### src/bfa_pkg.sv
// Shared constants, codes and controller/datapath types for the bitmap allocator.
`default_nettype none

package bfa_pkg;

    // Field widths of the request and response transactions
    localparam int NUM_W  = 14;
    localparam int STAT_W = 2;

    // Configuration port geometry
    localparam int APB_AW = 3;
    localparam int APB_DW = 32;

    // Register index decoded from paddr[2]
    localparam logic REG_POOL_LIMIT = 1'b0;

    // Pool limit after reset
    localparam logic [NUM_W-1:0] LIMIT_RESET = 14'd8192;

    // Request commands
    localparam logic CMD_ALLOC = 1'b0;
    localparam logic CMD_FREE  = 1'b1;

    // Response status codes
    localparam logic [STAT_W-1:0] ST_OK    = 2'd0;
    localparam logic [STAT_W-1:0] ST_FULL  = 2'd1;
    localparam logic [STAT_W-1:0] ST_RANGE = 2'd2;

    // Commands from the controller to the datapath
    typedef struct packed {
        logic clr;   // zero one bitmap word of the clearing pass
        logic load;  // take a request and restart the word walk
        logic scan;  // issue one read and evaluate the previous word
        logic push;  // move the finished result into the output register
    } t_ctrl_cmd;

    // Status from the datapath to the controller
    typedef struct packed {
        logic clr_last;  // current clearing write hits the last word
        logic done;      // the request being worked on is resolved
        logic out_free;  // output register can take a result this cycle
    } t_dp_sts;

endpackage

`default_nettype wire

### src/bfa_ctrl.sv
// Controller state machine: clearing pass, request accept, word walk and result hand-off.
`default_nettype none

module bfa_ctrl (
    input  wire                  i_clk,
    input  wire                  i_rst_n,
    input  wire                  i_in_valid,
    output logic                 o_in_ready,
    input  wire bfa_pkg::t_dp_sts i_sts,
    output bfa_pkg::t_ctrl_cmd   o_cmd
);

    typedef enum logic [1:0] {
        S_CLEAR,
        S_IDLE,
        S_SCAN,
        S_DONE
    } t_state;

    t_state r_state;
    logic   r_in_ready;

    // Decode datapath commands from the current state
    always_comb begin
        o_cmd      = '0;
        o_cmd.clr  = (r_state == S_CLEAR);
        o_cmd.load = (r_state == S_IDLE) && r_in_ready && i_in_valid;
        o_cmd.scan = (r_state == S_SCAN);
        o_cmd.push = (r_state == S_DONE) && i_sts.out_free;
    end

    assign o_in_ready = r_in_ready;

    // State and registered ready
    always_ff @(posedge i_clk) begin
        if (!i_rst_n) begin
            r_state    <= S_CLEAR;
            r_in_ready <= 1'b0;
        end else begin
            case (r_state)
                S_CLEAR: begin
                    if (i_sts.clr_last) begin
                        r_state    <= S_IDLE;
                        r_in_ready <= 1'b1;
                    end
                end
                S_IDLE: begin
                    if (o_cmd.load) begin
                        r_state    <= S_SCAN;
                        r_in_ready <= 1'b0;
                    end
                end
                S_SCAN: begin
                    if (i_sts.done) begin
                        r_state <= S_DONE;
                    end
                end
                S_DONE: begin
                    if (i_sts.out_free) begin
                        r_state    <= S_IDLE;
                        r_in_ready <= 1'b1;
                    end
                end
                default: begin
                    r_state    <= S_CLEAR;
                    r_in_ready <= 1'b0;
                end
            endcase
        end
    end

    // Ready only ever shows in the idle state
    a_ready_idle: assert property (@(posedge i_clk) disable iff (!i_rst_n)
        r_in_ready |-> (r_state == S_IDLE))
        else $error("ready raised outside idle");

    // Clearing pass keeps requests out until its last word is written
    a_clear_blocks: assert property (@(posedge i_clk) disable iff (!i_rst_n)
        (o_cmd.clr && !i_sts.clr_last) |=> !r_in_ready)
        else $error("request accepted during clearing pass");

    // A resolved request always reaches the hand-off state
    a_scan_to_done: assert property (@(posedge i_clk) disable iff (!i_rst_n)
        (o_cmd.scan && i_sts.done) |=> (r_state == S_DONE))
        else $error("resolved request did not reach hand-off");

endmodule

`default_nettype wire

### config.mk
export PLATFORM = sky130hd
export DESIGN_NAME = bfa_ctrl
export DESIGN_NICKNAME = d
export VERILOG_FILES = /design/src/bfa_pkg.sv /design/src/bfa_ctrl.sv
export SDC_FILE = /design/constraint.sdc
export NUM_CORES = 1
export LEC_CHECK = 0
export BUFFER_PORTS_ARGS = -buffer_cell sky130_fd_sc_hd__buf_2
export CAP_MARGIN = 0
export CORE_AREA = 4 4 41 43
export CTS_CLUSTER_SIZE = 25
export DETAILED_ROUTE_END_ITERATION = 10
export DIE_AREA = 0 0 45 47
export MAX_ROUTING_LAYER = met4
export PLACE_DENSITY = 0.44
export SETUP_SLACK_MARGIN = 0.5
export SLEW_MARGIN = 10
export SYNTH_ARGS = -nofsm -noshare
export SYNTH_HDL_FRONTEND = slang
export SYNTH_SLANG_ARGS = --single-unit
### constraint.sdc
create_clock -name i_clk -period 1.8 [get_ports i_clk]
set_clock_uncertainty 0.2 [all_clocks]
set_input_delay 0.27 -clock i_clk [delete_from_list [all_inputs] [get_ports i_clk]]
set_output_delay 0.27 -clock i_clk [all_outputs]
set_load 0.02 [all_outputs]
# Word-level counts from Yosys, hierarchy flattened
# Index checks and enable logic that the tools add are counted.
# op_classes
mux,9
n_reduce_logical,7
n_eq_ne,7
# op_table
operator,n
2-bit 2-to-1 mux,4
2-bit inequality test (second input constant),4
2-bit case mux with 4 select lines,1
4-bit AND reduction,2
2-bit equality test (second input constant),2
1-bit logical AND,3
1-bit 2-to-1 mux,3
1-bit case mux with 3 select lines,1
3-bit nonzero test,1
2-bit by 1-bit equality test with 1-bit output (second input constant),1
2-bit zero test,1
# word_totals
input_bits,6
register_bits,3
wordCells,25

# Longest topological paths before layout
# logic_depth
word_depth,5
depth_mapped,5
mapped_depth_nobuf,5

# Worst setup path after synthesis
# OpenSTA, ideal clock, no wires.
# synth_timing
path_kind,flip-flop to flip-flop
startpoint,register r_state[0]
endpoint,register r_state[0]
t_arrival_ps,1468
path_stages_with_launch,6
required_time_ps,1528
setup_slack_ps,60
path_cell_list,dfxtp_1 inv_1 ha_1 nor2b_1 a2111oi_4 mux2i_1
# synth_rtl
item,line,rtl
"start, declared",bfa_ctrl.sv:20,t_state r_state;
"start signal, assigned",bfa_ctrl.sv:37,r_state <= S_CLEAR;
"start signal, assigned",bfa_ctrl.sv:43,r_state <= S_IDLE;
"start signal, assigned",bfa_ctrl.sv:49,r_state <= S_SCAN;

# Final worst setup path
# layout_timing
startpoint,register r_state[0]
endpoint,register r_state[0]
# layout_between
elab_chain_len,5
word_cells_on_any_way,12
classes_between,7 x eq/ne; 1 x mux; 4 x reduce/logical
# layout_lines
item,line,rtl
2-bit by 1-bit equality test with 1-bit output,"bfa_ctrl.sv:27, bfa_ctrl.sv:40",
1-bit logical AND (2 in series),bfa_ctrl.sv:27,o_cmd.load = (r_state == S_IDLE) && r_in_ready && i_in_valid;
2-bit inequality test (no line),n/a,
4-bit AND reduction (no line),n/a,
# Several ways; a longest one is shown, not always the timed one.
# A chain may end at the register's enable or synchronous reset.

==> flow_summary.toml <==
[outcome]
status = "complete, no violations"

[timing]
fin_crit_sh_pct = 88.6
setup_viol = 0
tns_ps = 0
final_hold_viol_count = 0
tightestPinTransition_ps = 359
rsz0062_at_grt = "true"
max_freq_mhz = 627
slew_headroom_pct = 76.0
layout_min_cycle_time_ps = 1590
hold_ws_ps = 145
slew_violations = 0

[layout]
final_cell_area_um2 = 450
synthToLayoutAreaGrowth_pct = 75.6
stdcell_count = 57
drive_gt1_share_pct = 66.7
antenna_cells = 0
post-route-util_pct = 34.6
final_nets = 54

[setup_path]
crit_buf_inv = 0
cpPeakStageDelay_ps = 360
cp-start-kind = "flip-flop"
critPathSlowestCell = "dfxtp_4"
worstPathRequired_ps = 1750
reg2reg_setup_slack_ps = 210
worst_setup_path_end_kind = "flip-flop"
worstPathCellList = "ha_1, nor2b_1, a2111oi_4, mux2i_1"
worstPathArrival_ps = 1540
path_delay_family = "flip-flops"
critical_path_class = "reg -> reg"
crit_fanout = 4

[worst_hold_path]
hold_class = "in -> reg"

[yosys]
ys_types = 14
synth_cells = 27
syn_area_um2 = 256
syn_area_per_cell_um2 = 9.50
ys_ff_latch = 3
ys_seq_area_share_pct = 23.4
syn_nets = 38
ys_warn_count = 0

[global_route]
grt_max_degree = 6
met3_usage_pct = 4.60
use_met2_pct = 13.6
grt_use_total_pct = 8.54
antenna_found_initial = 0
grt_pass1_wl_mm = 1.15
top_usage_layer = "met2"
overflow = 0
use_met1_pct = 7.43
grt_pass1_vias = 273

[drt]
drt_iter0_drc = 1
avgViaCountPerCell = 4.28
wl_um = 649
num_vias = 244
firstDrtPassIters = 3
drc = 0
ant_nets = 0
wl_per_cell_um = 11.4

[cts]
clockRootBuffer = "clkbuf_4"
clockBufferDepth = 2
cts_tree = "done"
clkTransAtPathRegs_ps = 30
clkSinkCount = 3
cts_buffers = 3
cts-htree-levels = 1
clock_latency_ps = 230
holdBufCountCts = 0

[placed_design]
dp_cells = 52
gp_congestion = 0.666
place_area_um2 = 377
port_buffers = 10
dp_hpwl_um = 531

[floorplan]
die-area_um2 = 2120
core_um2 = 1300
rows = 13
ios = 11
die_y_um = 47
start_util_pct = 19.7
die_w_um = 45

[pwr]
peakVddDrop_mv = 0.724
p_leak_nw = 0.201
power_density_nw_per_um2 = 1610

[run]
drv_cap = 0
## cell families after synthesis
kind of cell | synth area share [%]
AOI/OAI and AO/OA | 15.6
muxes | 7.81
adders and majority gates | 24.4
buffers and inverters | 4.39
and+or+nand+nor | 24.4
DFF | 23.4
## layout by cell type, fill, tap and decap left out, drive strengths merged
cell     Yosys  layout
buf          0      11
ha           5       5
nand2        4       4
clkbuf       0       4
inv          3       3
dfxtp        3       3
mux2i        2       2
nor2b        2       2
and3         1       1
and2         1       1
nor4b        1       1
nand2b       1       1
or4          1       1
o21ai        1       1
a21boi       1       1
a2111oi      1       1
## worst paths after layout
check	start	end	cells past startpoint
max	r_state[0]	r_state[0]	4
min	i_rst_n	o_in_ready	3
max reg2reg	r_state[0]	r_state[0]	4
min reg2reg	o_in_ready	o_in_ready	2
## stage by stage
stage,power (W),setup WS [ps]
4_1_cts,0.000741,175
6_report,0.000727,205
2_1_floorplan,0.000479,259
3_3_place_gp,0.000551,180
5_1_grt,0.000800,127
3_5_place_dp,0.000564,126
## cell usage after synthesis, drive strengths merged
| master | count | area share (%) |
|---|---|---|
| inv | 3 | 4.4 |
| a2111oi | 1 | 11 |
| nand2 | 4 | 5.9 |
| ha | 5 | 24 |
| nor4b | 1 | 3.4 |
| or4 | 1 | 2.9 |
| o21ai | 1 | 1.9 |
| dfxtp | 3 | 23 |
| and2 | 1 | 2.4 |
| mux2i | 2 | 7.8 |
| a21boi | 1 | 2.9 |
| and3 | 1 | 2.4 |
| nor2b | 2 | 4.9 |
| nand2b | 1 | 2.4 |
## flip-flops by register name (all words and copies together), names as in the netlist
| signal | cells |
|---|---|
| r_state | 2 |
| o_in_ready | 1 |
## final cells by class
class / instances / area, um2
clock buffers: 4 / 26.3
fillers: 147 / 851
inverters: 3 / 16.3
multi-input cells: 21 / 250
flip-flops and latches: 3 / 68.8
well taps: 15 / 18.8
repair buffers: 11 / 70.1
## worst reg2reg max path: cells and delay by family (launching register included)
family	cells	cell delay [ps]
muxes	1	230
DFF	1	360
adders and majority gates	1	200
and+or+nand+nor	1	180
AOI/OAI and AO/OA	1	350
## where the power goes
part	internal [W]	switching (W)
combinational	0.000232	0.000209
clock	0.0000828	0.0000321
sequential	0.000115	0.0000561
total	0.000430	0.000297
## routing by layer
layer  vias to the layer above  share of wire [%]
met5                         -                  0
met2                        10                 58
met4                         0                1.8
li1                        124                  -
met3                         2                9.1
met1                       108                 31
## timing repair
item | in CTS | in global routing
endpoints found under the setup margin | 8 | 7
resized for setup | 10 | 1
endpoints found under the hold margin | 0 | 0
pin swaps | 3 | 0
setup buffers | 1 | 0
(Power assumes the default switching activity.)
